[config.mk]
export PLATFORM = sky130hd
export DESIGN_NAME = coo_to_csr_builder
export DESIGN_NICKNAME = d
export VERILOG_FILES = /design/src/rtl/core/ctcb_pkg.sv /design/src/rtl/core/ctcb_front.sv /design/src/rtl/core/ctcb_fifo.sv /design/src/rtl/core/ctcb_back.sv /design/src/rtl/core/coo_to_csr_builder.sv
export SDC_FILE = /design/constraint.sdc
export NUM_CORES = 1
export LEC_CHECK = 0
export BUFFER_PORTS_ARGS = -buffer_cell sky130_fd_sc_hd__clkbuf_2
export CAP_MARGIN = 20
export CELL_PAD_IN_SITES_DETAIL_PLACEMENT = 1
export CELL_PAD_IN_SITES_GLOBAL_PLACEMENT = 2
export CORE_UTILIZATION = 44
export DETAILED_ROUTE_END_ITERATION = 10
export PLACE_DENSITY_LB_ADDON = 0.1
export SLEW_MARGIN = 20
export SYNTH_ARGS = -nofsm -noshare
export SYNTH_HDL_FRONTEND = slang
export SYNTH_SLANG_ARGS = --single-unit
[constraint.sdc]
create_clock -name i_clk -period 15.2 [get_ports i_clk]
set_input_delay 3.04 -clock i_clk [delete_from_list [all_inputs] [get_ports i_clk]]
set_output_delay 3.04 -clock i_clk [all_outputs]
set_load 0.01 [all_outputs]
[src/rtl/core/ctcb_pkg.sv]
// ----------------------------------------------------------------------------
// ctcb_pkg
// Shared codes and control types for the COO to CSR builder.
// ----------------------------------------------------------------------------
package ctcb_pkg;

    // Input action codes (carried on s_axis_tuser)
    localparam logic ACT_TRIPLET = 1'b0;
    localparam logic ACT_FINISH  = 1'b1;

    // Configuration register indexes
    localparam logic REG_ROW_COUNT = 1'b0;
    localparam logic REG_COL_COUNT = 1'b1;

    // Depth of the command queue between front and back
    localparam int QUEUE_DEPTH = 4;

    typedef enum logic [1:0] {
        KIND_FILL  = 2'd0,
        KIND_ENTRY = 2'd1,
        KIND_DONE  = 2'd2
    } t_kind;

    typedef enum logic [2:0] {
        ST_OK        = 3'd0,
        ST_ROW_ORDER = 3'd1,
        ST_ROW_RANGE = 3'd2,
        ST_COL_RANGE = 3'd3,
        ST_TOO_MANY  = 3'd4,
        ST_EMPTY     = 3'd5
    } t_status;

    // Control part of one queued command
    typedef struct packed {
        logic    has_fill;
        t_kind   kind;
        t_status status;
    } t_cmd_ctl;

    localparam int CMD_CTL_W = $bits(t_cmd_ctl);

endpackage

[src/rtl/core/ctcb_front.sv]
// ----------------------------------------------------------------------------
// ctcb_front
// Accepts items, checks them against the matrix state and issues commands.
// ----------------------------------------------------------------------------
module ctcb_front
    import ctcb_pkg::*;
#(
    parameter int ROW_BITS = 20,
    parameter int COL_BITS = 20,
    parameter int NNZ_BITS = 32,
    parameter int CFG_W    = 21
) (
    input  logic                i_clk,
    input  logic                i_rst_n,
    input  logic                i_cfg_we,
    input  logic                i_cfg_addr,
    input  logic [CFG_W-1:0]    i_cfg_data,
    input  logic                i_valid,
    output logic                o_ready,
    input  logic                i_action,
    input  logic [ROW_BITS-1:0] i_row,
    input  logic [COL_BITS-1:0] i_column,
    input  logic [63:0]         i_value,
    input  logic                i_full,
    output logic                o_push,
    output t_cmd_ctl            o_ctl,
    output logic [ROW_BITS:0]   o_fill_first,
    output logic [ROW_BITS:0]   o_fill_last,
    output logic [NNZ_BITS-1:0] o_offset,
    output logic [COL_BITS-1:0] o_column,
    output logic [63:0]         o_value
);

    localparam int PTR_W = ROW_BITS + 1;
    localparam int CNT_W = COL_BITS + 1;

    logic [PTR_W-1:0]    r_row_count;
    logic [CNT_W-1:0]    r_col_count;
    logic [PTR_W-1:0]    r_next_fill, n_next_fill;
    logic [NNZ_BITS-1:0] r_entry_count, n_entry_count;
    t_status             r_error, n_error;

    logic             accept;
    logic [PTR_W-1:0] row_ext;
    logic [PTR_W-1:0] row_plus;
    logic [CNT_W-1:0] col_ext;
    logic             order_bad;
    logic             nonzero;

    assign o_ready   = !i_full;
    assign accept    = i_valid && !i_full;
    assign row_ext   = {1'b0, i_row};
    assign row_plus  = row_ext + PTR_W'(1);
    assign col_ext   = {1'b0, i_column};
    assign order_bad = (r_next_fill != '0) && (row_plus < r_next_fill);
    // sign bit ignored: both zeros drop
    assign nonzero   = |i_value[62:0];

    always_comb begin
        n_next_fill   = r_next_fill;
        n_entry_count = r_entry_count;
        n_error       = r_error;
        o_push        = 1'b0;
        o_ctl         = '{has_fill: 1'b0, kind: KIND_DONE, status: ST_OK};
        o_fill_first  = r_next_fill;
        o_fill_last   = '0;
        o_offset      = r_entry_count;
        o_column      = '0;
        o_value       = '0;
        if (accept) begin
            if (i_action == ACT_FINISH) begin
                o_push = 1'b1;
                if (r_error != ST_OK) begin
                    o_ctl.status = r_error;
                end else if (r_entry_count == '0) begin
                    o_ctl.status = ST_EMPTY;
                end else begin
                    o_ctl.has_fill = (r_next_fill <= r_row_count);
                    o_fill_last    = r_row_count;
                end
                n_next_fill   = '0;
                n_entry_count = '0;
                n_error       = ST_OK;
            end else if (nonzero) begin
                o_push = 1'b1;
                if (r_error != ST_OK) begin
                    o_ctl.status = r_error;
                end else if (order_bad) begin
                    o_ctl.status = ST_ROW_ORDER;
                    n_error      = ST_ROW_ORDER;
                end else if (row_ext >= r_row_count) begin
                    o_ctl.status = ST_ROW_RANGE;
                    n_error      = ST_ROW_RANGE;
                end else if (col_ext >= r_col_count) begin
                    o_ctl.status = ST_COL_RANGE;
                    n_error      = ST_COL_RANGE;
                end else if (&r_entry_count) begin
                    o_ctl.status = ST_TOO_MANY;
                    n_error      = ST_TOO_MANY;
                end else begin
                    o_ctl.kind     = KIND_ENTRY;
                    o_ctl.has_fill = (r_next_fill <= row_ext);
                    o_fill_last    = row_ext;
                    o_column       = i_column;
                    o_value        = i_value;
                    n_next_fill    = row_plus;
                    n_entry_count  = r_entry_count + NNZ_BITS'(1);
                end
            end
        end
    end

    always_ff @(posedge i_clk) begin
        if (!i_rst_n) begin
            r_row_count   <= PTR_W'(1);
            r_col_count   <= CNT_W'(1);
            r_next_fill   <= '0;
            r_entry_count <= '0;
            r_error       <= ST_OK;
        end else begin
            if (i_cfg_we && i_cfg_addr == REG_ROW_COUNT) begin
                r_row_count <= i_cfg_data[PTR_W-1:0];
            end
            if (i_cfg_we && i_cfg_addr == REG_COL_COUNT) begin
                r_col_count <= i_cfg_data[CNT_W-1:0];
            end
            r_next_fill   <= n_next_fill;
            r_entry_count <= n_entry_count;
            r_error       <= n_error;
        end
    end

endmodule

[src/rtl/core/ctcb_fifo.sv]
// ----------------------------------------------------------------------------
// ctcb_fifo
// Short command queue between the front and the back.
// ----------------------------------------------------------------------------
module ctcb_fifo
    import ctcb_pkg::*;
#(
    parameter int WIDTH = 8,
    parameter int DEPTH = 4
) (
    input  logic             i_clk,
    input  logic             i_rst_n,
    input  logic             i_push,
    input  logic [WIDTH-1:0] i_data,
    output logic             o_full,
    input  logic             i_pop,
    output logic             o_valid,
    output logic [WIDTH-1:0] o_data
);

    localparam int AW = (DEPTH > 1) ? $clog2(DEPTH) : 1;

    logic [WIDTH-1:0] r_mem [DEPTH];
    logic [AW-1:0]    r_wr, r_rd;
    logic [AW:0]      r_count;

    assign o_full  = (r_count == (AW+1)'(DEPTH));
    assign o_valid = (r_count != '0);
    assign o_data  = r_mem[r_rd];

    function automatic logic [AW-1:0] bump(input logic [AW-1:0] p);
        bump = (p == AW'(DEPTH - 1)) ? '0 : p + AW'(1);
    endfunction

    always_ff @(posedge i_clk) begin
        if (!i_rst_n) begin
            r_wr    <= '0;
            r_rd    <= '0;
            r_count <= '0;
        end else begin
            if (i_push) begin
                r_wr <= bump(r_wr);
            end
            if (i_pop) begin
                r_rd <= bump(r_rd);
            end
            unique case ({i_push, i_pop})
                2'b10:   r_count <= r_count + (AW+1)'(1);
                2'b01:   r_count <= r_count - (AW+1)'(1);
                default: r_count <= r_count;
            endcase
        end
    end

    always_ff @(posedge i_clk) begin
        if (i_push) begin
            r_mem[r_wr] <= i_data;
        end
    end

endmodule

[src/rtl/core/ctcb_back.sv]
// ----------------------------------------------------------------------------
// ctcb_back
// Expands queued commands into one or two result transfers.
// ----------------------------------------------------------------------------
module ctcb_back
    import ctcb_pkg::*;
#(
    parameter int ROW_BITS = 20,
    parameter int COL_BITS = 20,
    parameter int NNZ_BITS = 32
) (
    input  logic                i_clk,
    input  logic                i_rst_n,
    input  logic                i_valid,
    output logic                o_pop,
    input  t_cmd_ctl            i_ctl,
    input  logic [ROW_BITS:0]   i_fill_first,
    input  logic [ROW_BITS:0]   i_fill_last,
    input  logic [NNZ_BITS-1:0] i_offset,
    input  logic [COL_BITS-1:0] i_column,
    input  logic [63:0]         i_value,
    input  logic                i_ready,
    output logic                o_valid,
    output t_kind               o_kind,
    output logic                o_last,
    output logic [ROW_BITS:0]   o_row_first,
    output logic [ROW_BITS:0]   o_row_last,
    output logic [NNZ_BITS-1:0] o_offset,
    output logic [COL_BITS-1:0] o_column,
    output logic [63:0]         o_value,
    output t_status             o_status
);

    logic                r_busy;
    logic                r_fill_pend;
    t_cmd_ctl            r_ctl;
    logic [ROW_BITS:0]   r_first;
    logic [ROW_BITS:0]   r_lastrow;
    logic [NNZ_BITS-1:0] r_offset;
    logic [COL_BITS-1:0] r_column;
    logic [63:0]         r_value;
    logic                take_next;

    // free for a new command once the main result leaves
    assign take_next = !r_busy || (i_ready && !r_fill_pend);
    assign o_pop     = i_valid && take_next;

    always_ff @(posedge i_clk) begin
        if (!i_rst_n) begin
            r_busy      <= 1'b0;
            r_fill_pend <= 1'b0;
        end else if (r_busy && r_fill_pend && i_ready) begin
            r_fill_pend <= 1'b0;
        end else if (take_next) begin
            r_busy      <= i_valid;
            r_fill_pend <= i_valid && i_ctl.has_fill;
        end
    end

    always_ff @(posedge i_clk) begin
        if (o_pop) begin
            r_ctl     <= i_ctl;
            r_first   <= i_fill_first;
            r_lastrow <= i_fill_last;
            r_offset  <= i_offset;
            r_column  <= i_column;
            r_value   <= i_value;
        end
    end

    always_comb begin
        o_valid  = r_busy;
        o_offset = r_offset;
        if (r_fill_pend) begin
            o_kind      = KIND_FILL;
            o_last      = 1'b0;
            o_row_first = r_first;
            o_row_last  = r_lastrow;
            o_column    = '0;
            o_value     = '0;
            o_status    = ST_OK;
        end else begin
            o_kind      = r_ctl.kind;
            o_last      = 1'b1;
            o_row_first = '0;
            o_row_last  = '0;
            o_column    = r_column;
            o_value     = r_value;
            o_status    = r_ctl.status;
        end
    end

endmodule

[src/rtl/core/coo_to_csr_builder.sv]
// ----------------------------------------------------------------------------
// coo_to_csr_builder
// Turns row-ordered COO triplets into CSR row pointer fills and entries.
// ----------------------------------------------------------------------------
//  Channel   Direction  tuser          tlast   tdata (lowest bit up)
//  s_axis    in         action         -       row, column, value
//  m_axis    out        kind           last    row_first, row_last, offset,
//                                              out_column, out_value, status
//  i_cfg_*   in         write enable, 1-bit index, data (no read-back)
//
//  One item is taken per cycle while the queue is not full; a triplet that
//  needs a pointer fill gives two result transfers, the fill and then the entry.
//  The front checks and updates the row/count state in the accept cycle; a
//  four-entry queue holds commands; the back register presents results.
//  An accepted item reaches the output through the queue and then the back register.
//  Reset clears the matrix state, the queue and the output stage; row_count
//  and col_count return to one. Either side may stall without the other.
// ----------------------------------------------------------------------------
module coo_to_csr_builder
    import ctcb_pkg::*;
#(
    parameter int ROW_BITS = 20,
    parameter int COL_BITS = 20,
    parameter int NNZ_BITS = 32,
    localparam int CFG_W    = (ROW_BITS > COL_BITS) ? ROW_BITS + 1 : COL_BITS + 1,
    localparam int IN_W     = ROW_BITS + COL_BITS + 64,
    localparam int IN_TD_W  = ((IN_W + 7) / 8) * 8,
    localparam int PTR_W    = ROW_BITS + 1,
    localparam int OUT_W    = 2 * PTR_W + NNZ_BITS + COL_BITS + 64 + 3,
    localparam int OUT_TD_W = ((OUT_W + 7) / 8) * 8
) (
    input  logic                      i_clk,
    input  logic                      i_rst_n,
    // configuration writes
    input  logic                      i_cfg_we,
    input  logic                      i_cfg_addr,
    input  logic [CFG_W-1:0]          i_cfg_data,
    // input stream
    input  logic                      s_axis_tvalid,
    output logic                      s_axis_tready,
    input  logic [IN_TD_W-1:0]        s_axis_tdata,  // row, column, value
    input  logic                      s_axis_tuser,  // action
    // output stream
    output logic                      m_axis_tvalid,
    input  logic                      m_axis_tready,
    output logic [OUT_TD_W-1:0]       m_axis_tdata,  // row_first, row_last, offset,
                                                     // out_column, out_value, status
    output logic [1:0]                m_axis_tuser,  // kind
    output logic                      m_axis_tlast
);

    localparam int CMD_W    = CMD_CTL_W + 2 * PTR_W + NNZ_BITS + COL_BITS + 64;

    // front to queue
    logic                f_push;
    t_cmd_ctl            f_ctl;
    logic [PTR_W-1:0]    f_fill_first, f_fill_last;
    logic [NNZ_BITS-1:0] f_offset;
    logic [COL_BITS-1:0] f_column;
    logic [63:0]         f_value;
    logic                q_full;

    // queue to back
    logic                q_valid, q_pop;
    logic [CMD_W-1:0]    q_data;
    t_cmd_ctl            b_ctl;
    logic [PTR_W-1:0]    b_fill_first, b_fill_last;
    logic [NNZ_BITS-1:0] b_offset;
    logic [COL_BITS-1:0] b_column;
    logic [63:0]         b_value;

    // result fields
    t_kind               o_kind;
    logic [PTR_W-1:0]    o_row_first, o_row_last;
    logic [NNZ_BITS-1:0] o_offset;
    logic [COL_BITS-1:0] o_column;
    logic [63:0]         o_value;
    t_status             o_status;

    ctcb_front #(
        .ROW_BITS (ROW_BITS),
        .COL_BITS (COL_BITS),
        .NNZ_BITS (NNZ_BITS),
        .CFG_W    (CFG_W)
    ) u_front (
        .i_clk        (i_clk),
        .i_rst_n      (i_rst_n),
        .i_cfg_we     (i_cfg_we),
        .i_cfg_addr   (i_cfg_addr),
        .i_cfg_data   (i_cfg_data),
        .i_valid      (s_axis_tvalid),
        .o_ready      (s_axis_tready),
        .i_action     (s_axis_tuser),
        .i_row        (s_axis_tdata[ROW_BITS-1:0]),
        .i_column     (s_axis_tdata[ROW_BITS +: COL_BITS]),
        .i_value      (s_axis_tdata[ROW_BITS + COL_BITS +: 64]),
        .i_full       (q_full),
        .o_push       (f_push),
        .o_ctl        (f_ctl),
        .o_fill_first (f_fill_first),
        .o_fill_last  (f_fill_last),
        .o_offset     (f_offset),
        .o_column     (f_column),
        .o_value      (f_value)
    );

    ctcb_fifo #(
        .WIDTH (CMD_W),
        .DEPTH (QUEUE_DEPTH)
    ) u_queue (
        .i_clk   (i_clk),
        .i_rst_n (i_rst_n),
        .i_push  (f_push),
        .i_data  ({f_ctl, f_fill_first, f_fill_last, f_offset, f_column, f_value}),
        .o_full  (q_full),
        .i_pop   (q_pop),
        .o_valid (q_valid),
        .o_data  (q_data)
    );

    assign {b_ctl, b_fill_first, b_fill_last, b_offset, b_column, b_value} = q_data;

    ctcb_back #(
        .ROW_BITS (ROW_BITS),
        .COL_BITS (COL_BITS),
        .NNZ_BITS (NNZ_BITS)
    ) u_back (
        .i_clk        (i_clk),
        .i_rst_n      (i_rst_n),
        .i_valid      (q_valid),
        .o_pop        (q_pop),
        .i_ctl        (b_ctl),
        .i_fill_first (b_fill_first),
        .i_fill_last  (b_fill_last),
        .i_offset     (b_offset),
        .i_column     (b_column),
        .i_value      (b_value),
        .i_ready      (m_axis_tready),
        .o_valid      (m_axis_tvalid),
        .o_kind       (o_kind),
        .o_last       (m_axis_tlast),
        .o_row_first  (o_row_first),
        .o_row_last   (o_row_last),
        .o_offset     (o_offset),
        .o_column     (o_column),
        .o_value      (o_value),
        .o_status     (o_status)
    );

    // pack results, first field lowest, zero-padded to whole bytes
    assign m_axis_tuser = o_kind;
    assign m_axis_tdata = OUT_TD_W'({o_status, o_value, o_column, o_offset,
                                     o_row_last, o_row_first});

    // ------------------------------------------------------------------------
    // Assertions
    // ------------------------------------------------------------------------

    // a fill is never the final result of an item and never carries a fault
    a_fill_not_last: assert property (@(posedge i_clk) disable iff (!i_rst_n)
        m_axis_tvalid && o_kind == KIND_FILL |-> !m_axis_tlast && o_status == ST_OK)
        else $error("fill result marked last or faulted");

    // a fill range is never empty
    a_fill_range: assert property (@(posedge i_clk) disable iff (!i_rst_n)
        m_axis_tvalid && o_kind == KIND_FILL |-> o_row_first <= o_row_last)
        else $error("empty fill range issued");

    // an entry closes its item and is always good
    a_entry_ok: assert property (@(posedge i_clk) disable iff (!i_rst_n)
        m_axis_tvalid && o_kind == KIND_ENTRY |-> m_axis_tlast && o_status == ST_OK)
        else $error("entry result malformed");

    // the front never pushes into a full queue
    a_no_overrun: assert property (@(posedge i_clk) disable iff (!i_rst_n)
        q_full |-> !f_push)
        else $error("command queue overrun");

endmodule

Word-level counts from Yosys, hierarchy flattened
Memories as Yosys holds them, arrays and structs flattened. A register that Yosys moved wholly into a read port is not among the register bits.
Cells that the tools add are included.
{ "classes": {"n_eq_ne": 10, "n_mux": 83, "bitwise_logic": 3, "n_reduce_logical": 26, "addsub": 6, "magnitude_cmp": 5} }
{ "op_table": {"columns": ["op", "count"], "rows": [
  ["2-to-1 mux 64 bit", 9],
  ["2-to-1 mux 21 bit", 18],
  ["2-to-1 mux 32 bit", 7],
  ["2-to-1 mux 20 bit", 10],
  ["2-to-1 mux 3 bit", 21],
  ["OR reduction 63 bit", 1],
  [">= comparator 20 x 21 -> 1 bit", 2],
  ["adder 32 x 1 -> 32 bit (second input constant)", 1],
  ["logical NOT 32 bit", 1],
  ["AND reduction 32 bit", 1],
  ["adder 20 x 1 -> 21 bit (second input constant)", 1],
  ["less-or-equal comparator 21 x 20 -> 1 bit", 1],
  ["less-or-equal comparator 21 bit", 1],
  ["< comparator 21 bit", 1],
  ["nonzero test 21 bit", 1],
  ["2-to-1 mux 2 bit", 6],
  ["2-to-1 mux 6 bit", 2],
  ["!= test 2 bit (second input constant)", 5],
  ["logical AND 1 bit", 9],
  ["2-to-1 mux 1 bit", 9],
  ["AND reduction 7 bit", 1],
  ["== test 2 bit (second input constant)", 3],
  ["one-hot mux 3 bit (2 select lines)", 1],
  ["nonzero test 3 bit", 2],
  ["13 further kinds", 19]
]} }
{ "word_totals": {"register_bits": 270, "mem_count": 1, "ram_bits": 656, "inputBits": 132} }
{ "memory_table": {"columns": ["name", "depth", "word_bits", "read_ports", "rd_clocked_by_memory_dff", "write_ports", "line", "text"], "rows": [
  ["u_queue.r_mem", 4, 164, 1, 1, 1, "ctcb_fifo.sv:23", "logic [WIDTH-1:0] r_mem [DEPTH];"]
]} }

Longest topological paths before layout
{ "logic_depth": {"word_depth": 9, "mapped_depth": 17} }

Cells and area by module
From an unflattened synthesis, not the netlist that was laid out.
{ "unflattened": {"hier_cells": 2306, "hier_area_um2": 38205.4} }
{ "by_module_without_submodules": {"columns": ["mod", "cells_per_inst", "instances", "area_per_inst_um2", "seq_area_each_um2"], "rows": [
  ["ctcb_fifo", 899, 1, 24091.9, 19879.1],
  ["ctcb_front", 1082, 1, 8174.1, 1961.9],
  ["ctcb_back", 317, 1, 5883.1, 4934.7],
  ["coo_to_csr_builder", 8, 1, 56.3, 0.0]
]} }

Worst setup path after synthesis
OpenSTA, ideal clock, no wires.
{ "synth_path": {"path_type": "in2reg", "start": "in m_axis_tready", "end": "reg u_queue.r_count[2]", "slack_ns": 2.467, "arrival_time_ns": 12.663, "setup_ns": 0.070, "stages": 9, "t_required_ns": 15.130, "path_cell_list": "inv_1 -> o21ai_0 -> nor2b_1 -> ha_1 -> inv_1 -> fa_1 -> xor2_1 -> or3_1 -> a21oi_1"} }
{ "synth_between": {"elab_chain_cells": 5, "elab_cells_between_ends": 7} }
{ "synth_rtl": {"columns": ["item", "line", "text"], "rows": [
  ["start: declaration", "coo_to_csr_builder.sv:45", "input logic m_axis_tready,"],
  ["logical AND 1 bit *", "ctcb_back.sv:45", "assign take_next = !r_busy || (i_ready && !r_fill_pend);"],
  ["logical OR 1 bit *", "ctcb_back.sv:45", null],
  ["logical AND 1 bit *", "ctcb_back.sv:46", "assign o_pop = i_valid && take_next;"],
  ["named net q_pop", "coo_to_csr_builder.sv:64", "logic q_valid, q_pop;"],
  ["== test 2 x 1 -> 1 bit or == test 2 bit (tied branches)", "ctcb_fifo.sv:47", "unique case ({i_push, i_pop})"],
  ["one-hot mux 3 bit (2 select lines) or nonzero test 2 bit (tied branches)", null, null],
  ["end signal: assignment", "ctcb_fifo.sv:48", "2'b10: r_count <= r_count + (AW+1)'(1);"],
  ["end signal: assignment", "ctcb_fifo.sv:49", "2'b01: r_count <= r_count - (AW+1)'(1);"],
  ["end signal: assignment", "ctcb_fifo.sv:50", "default: r_count <= r_count;"],
  ["end: declaration", "ctcb_fifo.sv:25", "logic [AW:0] r_count;"]
]} }
Mark *: on every way through the listed nets, which the timed path passes. The rest lies on a longest branch.
A chain may end at the register's enable or synchronous reset.

Worst setup path after layout
{ "layout_path": {"start": "in s_axis_tdata[4]", "end": "mem u_queue.r_mem[3][134] (netlist name), data pin"} }
{ "layout_between": {"elab_chain_cells": 8, "elab_cells_between_ends": 10} }
{ "layout_rtl": {"columns": ["item", "line", "text"], "rows": [
  ["start: declaration", "coo_to_csr_builder.sv:41", "input logic [IN_TD_W-1:0] s_axis_tdata,"],
  ["adder 20 x 1 -> 21 bit", "ctcb_front.sv:53", "assign row_plus = row_ext + PTR_W'(1);"],
  ["< comparator 21 bit", "ctcb_front.sv:55", "assign order_bad = (r_next_fill != '0) && (row_plus < r_next_fill);"],
  ["logical AND 1 bit", "ctcb_front.sv:55", null],
  ["2-to-1 mux 21 bit *", "ctcb_front.sv:88", "end else if (order_bad) begin"],
  ["2-to-1 mux 21 bit *", "ctcb_front.sv:86", "if (r_error != ST_OK) begin"],
  ["2-to-1 mux 21 bit *", "ctcb_front.sv:84", "end else if (nonzero) begin"],
  ["2-to-1 mux 21 bit *", "ctcb_front.sv:71", "if (i_action == ACT_FINISH) begin"],
  ["2-to-1 mux 21 bit *", "ctcb_front.sv:70", "if (accept) begin"],
  ["named net f_fill_last[18]", "coo_to_csr_builder.sv:57", "logic [PTR_W-1:0] f_fill_first, f_fill_last;"],
  ["end: declaration", "ctcb_fifo.sv:23", null]
]} }
Marked as above.

==> out/results.env <==
CPMOSTUSEDCELL='sky130_fd_sc_hd__inv_1'
WORSTHOLDSTART='u_front.r_col_count[3]'
RSZ0062_AT_GRT='no'
MAXUSEDROUTINGLAYER='met5'
FINAL_PERIOD_UTILIZATION_PCT=53.1
FINAL-MAX-SLEW-VIOLATION-COUNT=0
MAX_CAP_CHECK_VIOLATION_COUNT=0
COMBPWRFRAC_PCT=21.3
FINAL.SETUP.TNS_NS=0
POST_SYNTH_NUM_CELL_TYPES=63
CLOCK_POWER_SHARE_PCT=31.0
CTS_TREE='done'
GRT_START_MAX_NET_PINS=77
POWER.SWITCHING_FRACTION_PCT=28.0
POWER.STATIC_LEAKAGE_nW=15.3
CRIT_SLOWEST_CELL='sky130_fd_sc_hd__nor4b_1'
CTS.HOLD.BUFFERS_ADDED=0
POST_CTS.REPAIR.SETUP_BUFFERS=0
MET2ROUTEDLENGTH_MM=46.7
CRITPATHKIND='input pin to flip-flop'
CP_BUF_INV_COUNT=4
POST-ROUTE-WORST-SETUP-SLACK_NS=7.13
TOTALWIRELENGTH_MM=93.1
SYNTHFLOPTYPE='sky130_fd_sc_hd__edfxtp_1'
YS.WARNINGS.COUNT=0
FINALWORSTPATHREQUIREDPERIOD_NS=8.07
CLOCK_LATENCY_NS=0.65
TOTAL_CLOCK_BUFFERS_CREATED_BY_CTS=98
TIGHTESTPINTRANSITION_NS=1.13
TOTAL_POWER_W=0.00736
CTS_HTREE_LEVELS=3
OUTCOME='completed'
CRITPATHARRIVALTIME_NS=8.36
ASYNC_FLOP_SHARE_PCT=0
SYN_AVG_CELL_AREA_SQ_UM=16.6
NUM_IO_PINS=305
CORE_SQ_MM=0.0850
GP_ROUTABILITY_CONGESTION=0.837
FLOORPLAN.DIE.WIDTH_MICRONS=295
ROOT_BUFFER_SELECTED_BY_CTS='sky130_fd_sc_hd__clkbuf_16'
SYNTH_ENABLE_FLOP_CELLS=819
FINISH.NET_COUNT=2853
WORST_PATH_LARGEST_CELL_DELAY_NS=0.72
WORSTSETUPENDPOINTTYPE='flip-flop'
POST_SYNTH_INST_COUNT=2281
POST_SYNTH_MAIN_AREA_CONTRIBUTORS='sky130_fd_sc_hd__edfxtp_1 65%, sky130_fd_sc_hd__mux4_2 9.8%, sky130_fd_sc_hd__dfxtp_1 5.8%, sky130_fd_sc_hd__ha_1 3.7%, sky130_fd_sc_hd__and2_1 2.2%'
TIMING_HOLD_VIOLATIONS_FINAL=0
POST_CTS.RESIZED_INSTANCES=0
MAX-CLOCK-PATH-BUFFERS=3
DRT.ANTENNA.VIOLATING_NETS=0
PLACEDINSTANCEAREA_SQ_MM=0.0405
TIMING.CRITICAL_PATH.REQUIRED_NS=15.50
CLKTRANSATPATHREGS_NS=0.06
GLOBALROUTEOVERFLOWTOTAL=0
ROUTED-WL-MET3_MM=4.26
HPWLAFTERDP_MM=61.2
YS_FF_LATCH=928
TIMING.CRITICAL_PATH.MAX_DELAY_FAMILY='simple AND/OR/NAND/NOR gates'
DETAIL_ROUTE.WL_PER_CELL_MICRONS=24.3
CLOCK_SINK_COUNT=928
DESIGN.DIE.AREA_SQ_MM=0.0870
FIRSTDRTPASSITERS=5
SEQ_POWER_SHARE_PCT=47.7
DIE_HEIGHT_MICRONS=295
WIRELENGTH_MET1_MM=40.5
CRIT_PATH_START='s_axis_tdata[4]'
MAX_FREQ_MHz=124
WORSTPATHMAXFANOUT=26
PLACEMENT.IO_BUFFERS=297
LAYOUT_OVERHEAD_ON_THE_SYNTHESIZED_AREA_PCT=15.6
ROUTED_VIA_DENSITY=5.47
POST-ROUTE-DRC-COUNT=0
POWER.IR.VDD_WORST_V=0.000133
INTERNAL-POWER_W=0.00530
YS_SEQ_AREA_SHARE_PCT=70.9
REG2REG_FROM='u_front.o_fill_first[14]'
INITIAL_UTILIZATION_PCT=44.4
DPL_WORST_SLACK_NS=6.40
YOSYSTOPAREACELL='sky130_fd_sc_hd__edfxtp_1'
MAX-SLEW-MARGIN-REL_PCT=24.2
SYNTH_AREA_SQ_MM=0.0378
INITIALDRTVIOLATIONCOUNT=1231
GRT_ANTENNA_BEFORE_REPAIR=12
CRIT_PATH_CELL_TRACE='clkbuf_2 -> inv_1 -> nor4_1 -> nand4_1 -> nor2_1 -> nand3_1 -> xnor2_1 -> ha_1 -> and2_1 -> a221o_1 -> a21oi_1 -> nor4b_1 -> nand2_1 -> nor4b_4 -> buf_4 -> inv_1 -> o21ai_0'
SYNTH_TOP_AREA_SHARE_PCT=65.1
FINALCLOCKSKEW_NS=0.0239
ROW_COUNT=107
GRT_USAGE_PCT=21.5
START_KIND='input pin'
GRT_PASS1_WL_MM=139
FINISH.UTILIZATION_PCT=51.3
HOLD_PATH.CLASS='flip-flop to flip-flop'
NUM_VIAS=20900
SWITCHING_POWER_W=0.00206
GRT_PASS1_VIAS=22200
POWER_PER_UNIT_OF_STANDARD_CELL_AREA_mW_PER_MM2=169
FINALSETUPVIOLATIONS=0
FIN_AREA_SQ_MM=0.0436
POST_ROUTE_CELLS_DRIVE_ABOVE_1_SHARE_PCT=24.0
-- layout make-up --
type,count,area [sq um]
tap,1144,1430
antenna,1,2.50
clock buffer,139,2700
multi-input combinational,1157,10200
inverter,95,357
timing repair buffer,329,1750
sequential,928,26800
clock inverter,39,359
fill,8114,41400
-- path summary, 6_finish.rpt --
kind	to	depth (start not counted)	slack, ns
max	u_queue.r_mem[3][134]	17	7.13
min	u_front.r_col_count[3]	2	0.46
max reg2reg	u_queue.r_mem[3][134]	11	10.71
min reg2reg	u_front.r_col_count[3]	2	0.46
-- cells in the final DEF (no fill, tap or decap), drive strengths merged, types with 3 or more instances in the layout --
| master | instances |
|---|---|
| inv | 98 |
| nand4 | 31 |
| and2 | 136 |
| a21o | 15 |
| dfxtp | 109 |
| nor2b | 96 |
| mux4 | 164 |
| nor3 | 16 |
| a211oi | 7 |
| nand2b | 4 |
| o31ai | 21 |
| nor4b | 3 |
| nand3 | 30 |
| or4b | 3 |
| mux2i | 3 |
| or2 | 3 |
| buf | 32 |
| and3 | 14 |
| a31oi | 5 |
| o211ai | 3 |
| o21a | 5 |
| or4 | 21 |
| and4 | 9 |
| bufinv | 5 |
| xor2 | 3 |
| nor4 | 32 |
| clkbuf | 436 |
| nand2 | 151 |
| clkinv | 30 |
| a21oi | 105 |
| nor2 | 35 |
| or3 | 12 |
| o21ai | 53 |
| a22o | 22 |
| conb | 7 |
| ha | 111 |
| edfxtp | 819 |
| xnor2 | 17 |
-- sequential cells by signal, summed over array words and instances (netlist names), named ones only --
name and flops:
u_queue.r_count 3, u_queue.r_mem 656, u_front.r_error 3, u_front.o_fill_first 21
u_front.r_col_count 21, u_back.r_fill_pend 1, u_front.o_offset 32, u_back.r_lastrow 21
u_front.r_row_count 21, u_queue.r_rd 2, u_back.r_value 64, u_queue.r_wr 2
u_back.r_column 20, u_back.r_first 21, u_back.o_valid 1, u_back.r_ctl 5
u_back.o_offset 32
-- through the flow --
stage	std cells	hold slack, ns
final	3832	0.462
after global routing	3832	0.482
after CTS	3830	0.464
after detailed placement	3652	0.455
after global placement	3652	0.449
after floorplan	2287	0.436
-- synth_stat cells, drive strengths merged, types with 3 or more instances --
| cell | n |
|---|---|
| nand2 | 151 |
| nor4 | 32 |
| xnor2 | 17 |
| nor2b | 96 |
| or4b | 3 |
| edfxtp | 819 |
| o21ai | 53 |
| buf | 39 |
| a21o | 15 |
| nor3 | 16 |
| and3 | 14 |
| o211ai | 3 |
| dfxtp | 109 |
| or3 | 12 |
| nor4b | 3 |
| a211oi | 7 |
| nor2 | 35 |
| nand3 | 30 |
| ha | 111 |
| clkbuf | 68 |
| and2 | 136 |
| inv | 94 |
| mux4 | 164 |
| or4 | 21 |
| a31oi | 5 |
| o21a | 5 |
| o31ai | 21 |
| and4 | 9 |
| nand4 | 31 |
| nand2b | 4 |
| a21oi | 105 |
| or2 | 3 |
| a22o | 22 |
| xor2 | 3 |
| mux2i | 3 |
-- power groups by stage --
stage,sequential (W),clock (W),combinational [W]
after floorplan,0.00360,0,0.000987
after global routing,0.00355,0.00243,0.00170
after detailed placement,0.00357,0,0.00161
final,0.00351,0.00228,0.00157
after CTS,0.00352,0.00235,0.00162
after global placement,0.00355,0,0.00159
-- kinds of logic (layout without fill, tap and decap cells) --
logic type / after synthesis / count (layout) / synth area share (%)
muxes: 167 / 167 / 9.86
DFF: 928 / 928 / 70.9
xor gates and xnor gates: 20 / 20 / 0.464
and+or+nand+nor: 598 / 598 / 8.78
other: 1 / 8 / 0.00993
buffers and inverters: 202 / 602 / 2.12
AOI/OAI and AO/OA: 253 / 253 / 4.11
adders and majority gates: 112 / 112 / 3.73
-- worst reg2reg max path, cell delays in order (launching register included) --
cell	delay, ns
sky130_fd_sc_hd__dfxtp_1	0.57
sky130_fd_sc_hd__inv_1	0.09
sky130_fd_sc_hd__ha_1	0.32
sky130_fd_sc_hd__a21o_1	0.17
sky130_fd_sc_hd__a221o_1	0.32
sky130_fd_sc_hd__a21oi_1	0.14
sky130_fd_sc_hd__nor4b_1	0.72
sky130_fd_sc_hd__nand2_1	0.28
sky130_fd_sc_hd__nor4b_4	0.21
sky130_fd_sc_hd__buf_4	0.23
sky130_fd_sc_hd__inv_1	0.73
sky130_fd_sc_hd__o21ai_0	0.37
-- layer usage --
layer / vias to the layer above / track usage, %
li1: 9499 / -
met2: 427 / 36.3
met3: 129 / 3.77
met1: 10900 / 29.2
met4: 20 / 4.80
met5: - / 0
(Power assumes the default switching activity.)
